### src/rtl/rat_pkg.sv
// Shared types and constants of the row activation tracker.
// No dependencies; every other file refers to it by scoped names.
`timescale 1ns / 1ps

package rat_pkg;

  localparam int CNT_W = 24;
  localparam int CYC_W = 32;
  localparam int FROW_W = 16;
  localparam int CFG_W = 32;
  localparam int CFG_IDX_W = 2;

  localparam logic [CNT_W-1:0] CNT_MAX = {CNT_W{1'b1}};

  localparam logic [CNT_W-1:0] THRESHOLD_RST = 24'd12500;
  localparam logic [6:0] TRACKED_RST = 7'd64;
  localparam logic [CYC_W-1:0] WINDOW_RST = 32'd85333333;

  // configuration register indexes
  localparam logic [CFG_IDX_W-1:0] CFG_THRESHOLD = 2'd0;
  localparam logic [CFG_IDX_W-1:0] CFG_TRACKED = 2'd1;
  localparam logic [CFG_IDX_W-1:0] CFG_WINDOW = 2'd2;
  localparam logic [CFG_IDX_W-1:0] CFG_VICTIM = 2'd3;

  typedef struct packed {
    logic [FROW_W-1:0] act_row;
    logic [CYC_W-1:0] act_cycle;
  } act_t;

  typedef struct packed {
    logic [FROW_W-1:0] refresh_row;
    logic [CYC_W-1:0] refresh_cycle;
    logic last_of_run;
  } refr_t;

  typedef enum logic [2:0] {
    ST_IDLE,
    ST_WIN,
    ST_DIV,
    ST_SCAN,
    ST_UPDATE,
    ST_CHECK,
    ST_NEXT,
    ST_DRAIN
  } state_t;

  typedef enum logic [1:0] {
    STEP_SELF,
    STEP_LO,
    STEP_HI
  } step_t;

  typedef enum logic {
    OP_COUNT,
    OP_ZERO
  } op_t;

  // table control from the sequencer
  typedef struct packed {
    logic wr_en;
    logic set_valid;
    logic clr_all;
  } tbl_ctl_t;

endpackage

### src/rtl/rat_table.sv
// Row/count table: one write port, one registered read port, valid flops.
// Depends on rat_pkg.
`timescale 1ns / 1ps

module rat_table #(
  parameter int ENTRIES = 64,
  parameter int ROW_BITS = 16,
  localparam int IDX_W = $clog2(ENTRIES)
) (
  input  logic clk,
  input  logic rst,
  input  rat_pkg::tbl_ctl_t ctl,
  input  logic [IDX_W-1:0] wr_addr,
  input  logic [ROW_BITS-1:0] wr_row,
  input  logic [rat_pkg::CNT_W-1:0] wr_cnt,
  input  logic [IDX_W-1:0] rd_addr,
  output logic [ROW_BITS-1:0] rd_row,
  output logic [rat_pkg::CNT_W-1:0] rd_cnt,
  output logic rd_valid
);

  logic [ROW_BITS-1:0] mem_row [ENTRIES];
  logic [rat_pkg::CNT_W-1:0] mem_cnt [ENTRIES];
  logic [ENTRIES-1:0] valid;

  always_ff @(posedge clk) begin
    if (ctl.wr_en) begin
      mem_row[wr_addr] <= wr_row;
      mem_cnt[wr_addr] <= wr_cnt;
    end
    rd_row <= mem_row[rd_addr];
    rd_cnt <= mem_cnt[rd_addr];
  end

  always_ff @(posedge clk) begin
    if (rst) begin
      valid <= '0;
      rd_valid <= 1'b0;
    end else begin
      // a clear may re-enter one entry in the same cycle
      if (ctl.clr_all) begin
        valid <= ctl.set_valid ? (ENTRIES'(1) << wr_addr) : '0;
      end else if (ctl.set_valid) begin
        valid[wr_addr] <= 1'b1;
      end
      rd_valid <= valid[rd_addr];
    end
  end

endmodule

### src/rtl/rat_rem.sv
// Bit-serial remainder unit, one dividend bit per cycle (32 steps).
// Depends on rat_pkg.
`timescale 1ns / 1ps

module rat_rem (
  input  logic clk,
  input  logic rst,
  input  logic start,
  input  logic [rat_pkg::CYC_W-1:0] dividend,
  input  logic [rat_pkg::CYC_W-1:0] divisor,
  output logic done,
  output logic [rat_pkg::CYC_W-1:0] rem
);

  logic [rat_pkg::CYC_W-1:0] dd;
  logic [rat_pkg::CYC_W-1:0] dv;
  logic [5:0] steps;
  logic busy;
  logic [rat_pkg::CYC_W:0] trial;

  assign trial = {rem, dd[rat_pkg::CYC_W-1]};

  always_ff @(posedge clk) begin
    if (rst) begin
      busy <= 1'b0;
      done <= 1'b0;
      steps <= '0;
    end else begin
      done <= 1'b0;
      if (start) begin
        busy <= 1'b1;
        steps <= '0;
        dd <= dividend;
        dv <= divisor;
        rem <= '0;
      end else if (busy) begin
        dd <= dd << 1;
        if (trial >= {1'b0, dv}) begin
          rem <= rat_pkg::CYC_W'(trial - {1'b0, dv});
        end else begin
          rem <= trial[rat_pkg::CYC_W-1:0];
        end
        steps <= steps + 6'd1;
        if (steps == 6'(rat_pkg::CYC_W - 1)) begin
          busy <= 1'b0;
          done <= 1'b1;
        end
      end
    end
  end

endmodule

### src/rtl/rowhammer_activation_tracker_core.sv
// Rowhammer activation tracker: Misra-Gries table with spillover counter.
// A table update scans all ENTRIES entries; aggressor mode takes one scan,
// victim mode up to three.
// A new window runs the 32-step remainder unit instead of a scan.
// One word at a time: input stalls until the word's refresh words have drained.
// Reset (rst, synchronous): table empty, spillover and window start zero.
`timescale 1ns / 1ps

module rowhammer_activation_tracker_core #(
  parameter int ENTRIES = 64,
  parameter int ROW_BITS = 16
) (
  input  logic clk,
  input  logic rst,
  input  logic cfg_we,
  input  logic [rat_pkg::CFG_IDX_W-1:0] cfg_index,
  input  logic [rat_pkg::CFG_W-1:0] cfg_data,
  input  logic act_valid,
  output logic act_stall,
  input  rat_pkg::act_t act_word,
  output logic ref_valid,
  input  logic ref_stall,
  output rat_pkg::refr_t ref_word
);

  localparam int IDX_W = $clog2(ENTRIES);
  localparam int SC_W = IDX_W + 1;
  localparam logic [ROW_BITS-1:0] ROW_MAX = {ROW_BITS{1'b1}};
  localparam logic [SC_W-1:0] SCAN_END = SC_W'(ENTRIES);

  // configuration
  logic [rat_pkg::CNT_W-1:0] threshold;
  logic [6:0] tracked_rows;
  logic [rat_pkg::CYC_W-1:0] window_cycles;
  logic victim_mode;

  // block state
  logic [rat_pkg::CNT_W-1:0] spill;
  logic [rat_pkg::CYC_W-1:0] window_start;

  // sequencer
  rat_pkg::state_t state, state_next;
  rat_pkg::step_t step;
  rat_pkg::op_t op;
  logic [ROW_BITS-1:0] row_q;
  logic [rat_pkg::CYC_W-1:0] cyc_q;
  logic [ROW_BITS-1:0] cur;
  logic [rat_pkg::CNT_W-1:0] cur_cnt;
  logic cur_in;
  logic [IDX_W-1:0] cur_idx;

  // scan pipeline and accumulators
  logic [SC_W-1:0] scan_cnt;
  logic p_v;
  logic [IDX_W-1:0] p_idx;
  logic hit, free_found, best_found;
  logic [IDX_W-1:0] hit_idx, free_idx, best_idx;
  logic [rat_pkg::CNT_W-1:0] hit_cnt, best_cnt;
  logic [ROW_BITS-1:0] best_row;
  logic [SC_W-1:0] occ;

  // result slots
  logic [ROW_BITS-1:0] res_row [2];
  logic [rat_pkg::CYC_W-1:0] res_cyc [2];
  logic [1:0] res_n;
  logic drain_idx;

  // table port
  rat_pkg::tbl_ctl_t tctl;
  logic [IDX_W-1:0] wr_addr, rd_addr;
  logic [rat_pkg::CNT_W-1:0] wr_cnt;
  logic [ROW_BITS-1:0] rd_row;
  logic [rat_pkg::CNT_W-1:0] rd_cnt;
  logic rd_valid;

  // remainder unit
  logic rem_start, rem_done;
  logic [rat_pkg::CYC_W-1:0] rem;

  logic accept, win_hit, scan_issue, scan_done, room, over, out_load, last_slot;
  logic [rat_pkg::CNT_W-1:0] spill_inc, hit_inc;
  logic [ROW_BITS-1:0] act_row_m;

  assign act_row_m = ROW_BITS'(act_word.act_row);
  assign accept = act_valid && !act_stall;
  assign act_stall = (state != rat_pkg::ST_IDLE);
  assign win_hit = (window_start + window_cycles) <= act_word.act_cycle;

  assign spill_inc = (spill == rat_pkg::CNT_MAX) ? spill : spill + 1'b1;
  assign hit_inc = (hit_cnt == rat_pkg::CNT_MAX) ? hit_cnt : hit_cnt + 1'b1;
  assign room = (32'(occ) < 32'(tracked_rows)) && (32'(occ) < 32'(ENTRIES));
  assign over = cur_cnt >= threshold;

  assign scan_issue = (state == rat_pkg::ST_SCAN) && (scan_cnt != SCAN_END);
  assign scan_done = (scan_cnt == SCAN_END) && !p_v;
  assign rd_addr = scan_cnt[IDX_W-1:0];

  assign out_load = (state == rat_pkg::ST_DRAIN) && (res_n != 2'd0) &&
                    (!ref_valid || !ref_stall);
  assign last_slot = ({1'b0, drain_idx} + 2'd1) == res_n;

  rat_table #(.ENTRIES(ENTRIES), .ROW_BITS(ROW_BITS)) u_table (
    .clk(clk), .rst(rst), .ctl(tctl), .wr_addr(wr_addr), .wr_row(cur),
    .wr_cnt(wr_cnt), .rd_addr(rd_addr), .rd_row(rd_row), .rd_cnt(rd_cnt),
    .rd_valid(rd_valid)
  );

  rat_rem u_rem (
    .clk(clk), .rst(rst), .start(rem_start), .dividend(cyc_q),
    .divisor(window_cycles), .done(rem_done), .rem(rem)
  );

  // configuration writes
  always_ff @(posedge clk) begin
    if (rst) begin
      threshold <= rat_pkg::THRESHOLD_RST;
      tracked_rows <= rat_pkg::TRACKED_RST;
      window_cycles <= rat_pkg::WINDOW_RST;
      victim_mode <= 1'b0;
    end else if (cfg_we) begin
      unique case (cfg_index)
        rat_pkg::CFG_THRESHOLD: threshold <= cfg_data[rat_pkg::CNT_W-1:0];
        rat_pkg::CFG_TRACKED:   tracked_rows <= cfg_data[6:0];
        rat_pkg::CFG_WINDOW:    window_cycles <= cfg_data;
        rat_pkg::CFG_VICTIM:    victim_mode <= cfg_data[0];
      endcase
    end
  end

  // next state
  always_comb begin
    state_next = state;
    unique case (state)
      rat_pkg::ST_IDLE:
        if (accept) begin
          state_next = win_hit ? rat_pkg::ST_WIN : rat_pkg::ST_SCAN;
        end
      rat_pkg::ST_WIN: state_next = rat_pkg::ST_DIV;
      rat_pkg::ST_DIV:
        if (rem_done) begin
          state_next = rat_pkg::ST_IDLE;
        end
      rat_pkg::ST_SCAN:
        if (scan_done) begin
          state_next = rat_pkg::ST_UPDATE;
        end
      rat_pkg::ST_UPDATE:
        state_next = (op == rat_pkg::OP_ZERO) ? rat_pkg::ST_NEXT : rat_pkg::ST_CHECK;
      rat_pkg::ST_CHECK:
        state_next = victim_mode ? rat_pkg::ST_NEXT : rat_pkg::ST_DRAIN;
      rat_pkg::ST_NEXT:
        unique case (step)
          rat_pkg::STEP_SELF:
            if (row_q != '0) begin
              state_next = rat_pkg::ST_SCAN;
            end
          rat_pkg::STEP_LO:
            if (row_q != ROW_MAX) begin
              state_next = rat_pkg::ST_SCAN;
            end
          default: state_next = rat_pkg::ST_DRAIN;
        endcase
      rat_pkg::ST_DRAIN:
        if (res_n == 2'd0 || (out_load && last_slot)) begin
          state_next = rat_pkg::ST_IDLE;
        end
      default: state_next = rat_pkg::ST_IDLE;
    endcase
  end

  // table and remainder unit controls
  always_comb begin
    tctl = '0;
    wr_addr = '0;
    wr_cnt = '0;
    rem_start = 1'b0;
    unique case (state)
      rat_pkg::ST_WIN: begin
        rem_start = 1'b1;
        tctl.clr_all = 1'b1;
        if (tracked_rows != '0) begin
          tctl.wr_en = 1'b1;
          tctl.set_valid = 1'b1;
          wr_cnt = rat_pkg::CNT_W'(1);
        end
      end
      rat_pkg::ST_UPDATE:
        if (op == rat_pkg::OP_ZERO) begin
          tctl.wr_en = hit;
          wr_addr = hit_idx;
        end else if (hit) begin
          tctl.wr_en = 1'b1;
          wr_addr = hit_idx;
          wr_cnt = hit_inc;
        end else if (room) begin
          tctl.wr_en = 1'b1;
          tctl.set_valid = 1'b1;
          wr_addr = free_idx;
          wr_cnt = rat_pkg::CNT_W'(1);
        end else if (best_found) begin
          tctl.wr_en = 1'b1;
          wr_addr = best_idx;
          wr_cnt = spill_inc;
        end
      rat_pkg::ST_CHECK: begin
        tctl.wr_en = over && cur_in;
        wr_addr = cur_idx;
      end
      default: ;
    endcase
  end

  // sequencer datapath
  always_ff @(posedge clk) begin
    if (rst) begin
      state <= rat_pkg::ST_IDLE;
      spill <= '0;
      window_start <= '0;
      res_n <= '0;
      drain_idx <= 1'b0;
    end else begin
      state <= state_next;
      unique case (state)
        rat_pkg::ST_IDLE:
          if (accept) begin
            row_q <= act_row_m;
            cyc_q <= act_word.act_cycle;
            cur <= act_row_m;
            res_n <= '0;
            drain_idx <= 1'b0;
            step <= rat_pkg::STEP_SELF;
            op <= victim_mode ? rat_pkg::OP_ZERO : rat_pkg::OP_COUNT;
            scan_cnt <= '0;
            p_v <= 1'b0;
            hit <= 1'b0;
            free_found <= 1'b0;
            best_found <= 1'b0;
            occ <= '0;
          end
        rat_pkg::ST_WIN: spill <= '0;
        rat_pkg::ST_DIV:
          if (rem_done) begin
            window_start <= (window_cycles == '0) ? cyc_q : cyc_q - rem;
          end
        rat_pkg::ST_SCAN: begin
          if (scan_issue) begin
            scan_cnt <= scan_cnt + 1'b1;
          end
          p_v <= scan_issue;
          p_idx <= rd_addr;
          if (p_v && rd_valid) begin
            occ <= occ + 1'b1;
            if (!hit && rd_row == cur) begin
              hit <= 1'b1;
              hit_idx <= p_idx;
              hit_cnt <= rd_cnt;
            end
            // eviction candidate: lowest count under the raised spillover
            if (rd_cnt < spill_inc && (!best_found || rd_cnt < best_cnt ||
                (rd_cnt == best_cnt && rd_row < best_row))) begin
              best_found <= 1'b1;
              best_idx <= p_idx;
              best_cnt <= rd_cnt;
              best_row <= rd_row;
            end
          end
          if (p_v && !rd_valid && !free_found) begin
            free_found <= 1'b1;
            free_idx <= p_idx;
          end
        end
        rat_pkg::ST_UPDATE:
          if (op == rat_pkg::OP_COUNT) begin
            if (hit) begin
              cur_cnt <= hit_inc;
              cur_in <= 1'b1;
              cur_idx <= hit_idx;
            end else if (room) begin
              cur_cnt <= rat_pkg::CNT_W'(1);
              cur_in <= 1'b1;
              cur_idx <= free_idx;
            end else if (best_found) begin
              spill <= best_cnt;
              cur_cnt <= spill_inc;
              cur_in <= 1'b1;
              cur_idx <= best_idx;
            end else begin
              spill <= spill_inc;
              cur_cnt <= '0;
              cur_in <= 1'b0;
            end
          end
        rat_pkg::ST_CHECK:
          if (over) begin
            if (victim_mode) begin
              res_row[res_n[0]] <= cur;
              res_cyc[res_n[0]] <= cyc_q + 1'b1;
              res_n <= res_n + 2'd1;
            end else if (row_q != '0) begin
              res_row[0] <= row_q - 1'b1;
              res_cyc[0] <= cyc_q + 1'b1;
              if (row_q != ROW_MAX) begin
                res_row[1] <= row_q + 1'b1;
                res_cyc[1] <= cyc_q + 2'd2;
                res_n <= 2'd2;
              end else begin
                res_n <= 2'd1;
              end
            end else begin
              // row zero has no lower neighbor
              res_row[0] <= row_q + 1'b1;
              res_cyc[0] <= cyc_q + 2'd2;
              res_n <= 2'd1;
            end
          end
        rat_pkg::ST_NEXT: begin
          op <= rat_pkg::OP_COUNT;
          scan_cnt <= '0;
          p_v <= 1'b0;
          hit <= 1'b0;
          free_found <= 1'b0;
          best_found <= 1'b0;
          occ <= '0;
          unique case (step)
            rat_pkg::STEP_SELF: begin
              step <= rat_pkg::STEP_LO;
              cur <= row_q - 1'b1;
            end
            rat_pkg::STEP_LO: begin
              step <= rat_pkg::STEP_HI;
              cur <= row_q + 1'b1;
            end
            default: ;
          endcase
        end
        rat_pkg::ST_DRAIN:
          if (out_load) begin
            drain_idx <= ~drain_idx;
          end
        default: ;
      endcase
    end
  end

  // output register, parts the sequencer from the downstream stall
  always_ff @(posedge clk) begin
    if (rst) begin
      ref_valid <= 1'b0;
    end else if (out_load) begin
      ref_valid <= 1'b1;
    end else if (!ref_stall) begin
      ref_valid <= 1'b0;
    end
  end

  always_ff @(posedge clk) begin
    if (out_load) begin
      ref_word.refresh_row <= rat_pkg::FROW_W'(res_row[drain_idx]);
      ref_word.refresh_cycle <= res_cyc[drain_idx];
      ref_word.last_of_run <= last_slot;
    end
  end

endmodule

### config.mk
export PLATFORM = sky130hd
export DESIGN_NAME = rowhammer_activation_tracker_core
export DESIGN_NICKNAME = d
export VERILOG_FILES = /design/src/rtl/rat_pkg.sv /design/src/rtl/rat_table.sv /design/src/rtl/rat_rem.sv /design/src/rtl/rowhammer_activation_tracker_core.sv
export SDC_FILE = /design/constraint.sdc
export NUM_CORES = 2
export LEC_CHECK = 0
export ABC_AREA = 1
export BUFFER_PORTS_ARGS = -buffer_cell sky130_fd_sc_hd__buf_2
export CAP_MARGIN = 20
export CORE_AREA = 2 2 409 573
export CTS_CLUSTER_SIZE = 40
export DETAILED_ROUTE_END_ITERATION = 6
export DIE_AREA = 0 0 411 575
export PLACE_DENSITY_LB_ADDON = 0.08
export SYNTH_ARGS = -nofsm -noshare
export SYNTH_HDL_FRONTEND = slang
export SYNTH_SLANG_ARGS = --single-unit
### constraint.sdc
create_clock -name clk -period 8.33 [get_ports clk]
set_input_delay 1.666 -clock clk [delete_from_list [all_inputs] [get_ports clk]]
set_output_delay 1.666 -clock clk [all_outputs]
set_load 0.1 [all_outputs]
==> metrics.csv <==
metric;value;unit
input/output buffers;137;
P_int;30.4;mW
first-pass GRT wire length;601;mm
outcome;finished with violations;
CTS clk-pin slew, worst paths;0.06;ns
share of layout cells above drive strength 1;7.91;%
1st-pass router iterations;7;
worst skew pair latency;0.90;ns
fin nets;12100;
Final setup viols;0;
routed len/inst;27.4;microns
die area;0.236;sq mm
Switching Share;34.4;%
worst-case reg-to-reg path depth;12;
PD cells;304;mW/mm^2
commonest cells after routing, fill and taps aside;edfxtp_1 (3005), nor2_1 (1671), o21ai_0 (1607), nand2_1 (1534), inv_1 (568);
startpoint type of the worst setup path;flip-flop;
Hold Path Depth;0;
clk_skew;0.0456;ns
number of synthesized flops with an enable pin;3005;
RSZ-0062 raised after global routing;false;
# resized after CTS;0;
Starting Density;59.7;%
HP Class;flip-flop to flip-flop;
pin count of the biggest net entering global routing;216;
Comb pwr share;26.8;%
Tmin final;5.30;ns
Synthesized Nets;12200;
RR Endpoint;u_table.mem_cnt[14][14];
vias in the first global route;93200;
io pins;138;
Clock Tree Root;clkbuf_16;
Fin Hold WS;0.443;ns
Yosys warning count;0;
initial DRC count;11400;
max cap viols;0;
Netlist Area Pre-Place;0.138;sq mm
Worst Slack Setup Final;3.03;ns
routability cong.;0.973;
ys async rst share;0;%
reg2reg start;hit;
Seq cells post-synth;3245;
Synth top area share;65.3;%
GRT Total Usage;34.3;%
number of cell rows;209;
Max IR drop VDD;273;uV
worst slew pin tran;1.24;ns
failing checks;DRC;
Crit. End Element;flip-flop;
critical path type;flip-flop to flip-flop;
final count of hold timing violations;0;
Die Wd;411;microns
CTS sink cnt;3245;
period utilization;63.6;%
hold buffer count at cts;0;
CTS tree;done;
drt total wl;413;mm
Max Freq;189;MHz
dominant cells by area after synthesis;edfxtp_1 (65%), o21ai_0 (5.8%), nor2_1 (4.7%), nand2_1 (4.2%), dfxtp_1 (3.5%);
Final Max Tran Viols;0;
syn_area_per_cell;11.7;sq um
commonest non-fill, non-tap cell in the layout;edfxtp_1;
Post-synth top flop;edfxtp_1;
switching pwr;15.9;mW
CTS H-tree lvls;5;
initial antenna violation count;10;
Crit Path Max Fanout;35;
vias per std cell;6.39;
WP data required;8.86;ns
TritonCTS buffer count;313;
Post-Synthesis Cells;11900;
WP data arrival;5.84;ns
Flop pwr share;42.5;%
Setup crit end;u_table.mem_cnt[14][14];
core footprint;0.231;sq mm
Critical Path Start;hit;
Distinct cells, synth;64;
max_slew headroom;16.8;%
R2R setup slack;3.03;ns
DRC Markers;2;
post-synth top area cell;edfxtp_1;
via count;96500;
Placement Setup Slack;3.12;ns
GRT Residual Overflow;0;
multi-input logic area;0.0388;sq mm
Reg area;0.0950;sq mm
remaining antenna violation count;0;
Die Ht;575;microns
Leakage;51.5;nW
Setup Buffers After CTS;0;
Fill cells;17200;
DP HPWL;252;mm
P&R area growth vs syn;10.4;%
Clk pwr share;30.7;%
Clock Tree Buf Depth;4;
register area share after synthesis;68.8;%
setup tns final;0;ns
cell type report:
cell class                      instances  share of cell area [%]
Sequential cell                      3245                    62.3
Clock inverter                        153                   0.982
Multi-Input combinational cell       7300                    25.4
Tap cell                             3059                    2.51
Antenna cell                            5                 0.00820
Timing Repair Buffer                  338                    1.60
Clock buffer                          402                    5.65
Inverter                              595                    1.49
synthesized netlist by cell type, drive strengths merged (4+ instances only):
cell type,n
a211oi,8
nor3b,5
o211ai,230
clkbuf,615
inv,587
a21o,9
ha,229
nor3,88
o21ai,1618
a31oi,20
xnor2,42
clkinv,8
nand3,362
buf,95
o221ai,464
nor4,20
edfxtp,3005
nand4,125
nand2,1543
a21boi,11
o31ai,4
nand3b,6
nor2,1758
o22ai,201
o21a,17
and3,4
o21bai,14
a21oi,350
dfxtp,240
or2,9
xor2,141
metrics by stage:
stage	cells	area, sq um	utilization [%]	power [mW]
final	15100	153000	66.0	46.4
after global routing	15100	152000	66.0	48.1
after CTS	15100	152000	65.9	46.3
after detailed placement	14500	142000	61.5	32.2
after global placement	14500	142000	61.5	31.9
after floorplan	11900	138000	-	27.5
logic make-up after synthesis:
| logic type | Yosys count | synth area share [%] |
|---|---|---|
| simple gates | 3924 | 11.5 |
| flops | 3245 | 68.8 |
| compound gates | 2960 | 12.8 |
| buf+inv | 1305 | 3.62 |
| fa+ha+maj | 232 | 2.12 |
| xor+xnor | 183 | 1.16 |
| mux | 1 | 0.00725 |
registers in the layout (all words and copies together) (netlist names), 32 cells and up:
signal	cells
ref_word	49
cyc_q	32
u_table.mem_row	1024
res_row	32
u_table.valid	64
u_rem.dd	32
u_table.mem_cnt	1536
window_cycles	32
u_rem.dv	32
res_cyc	64
u_rem.rem	32
window_start	32
metal layers:
metal	wire length, microns	GRT usage [%]	vias to the layer above
met3	31800	4.98	1022
li1	-	-	43000
met5	75	0	-
met1	152000	42.8	47800
met4	23300	17.2	10
met2	206000	58.3	4666
how the worst min path moves through the flow:
stage / from / end / slack, ns
after detailed placement: u_table.rd_row[0] / best_row[0] / 0.42
after floorplan: u_table.rd_row[0] / best_row[0] / 0.41
after global routing: u_table.rd_row[0] / best_row[0] / 0.44
after CTS: u_table.rd_row[0] / best_row[0] / 0.43
after global placement: u_table.rd_row[0] / best_row[0] / 0.42
final: u_table.rd_row[0] / best_row[0] / 0.44
critical path: stages, from the launching register on:
cell	delay (ns)
edfxtp_1	0.32
buf_4	0.34
clkinv_1	0.74
nor2_1	0.27
inv_1	0.08
nand4_1	0.12
nand2_2	0.45
clkinv_2	0.52
nand3_1	0.18
nor2_1	0.63
nand2_1	0.20
nor2_4	0.54
buf_4	0.50
power by group through the flow:
stage,registers [mW],logic [mW],clock network [mW]
2_1_floorplan,19.9,7.60,0
3_3_place_gp,20.0,11.9,0
3_5_place_dp,20.0,12.1,0
4_1_cts,19.7,12.2,14.4
5_1_grt,19.7,13.4,15.0
6_report,19.7,12.4,14.3
Power figures use the tool's default switching activity.
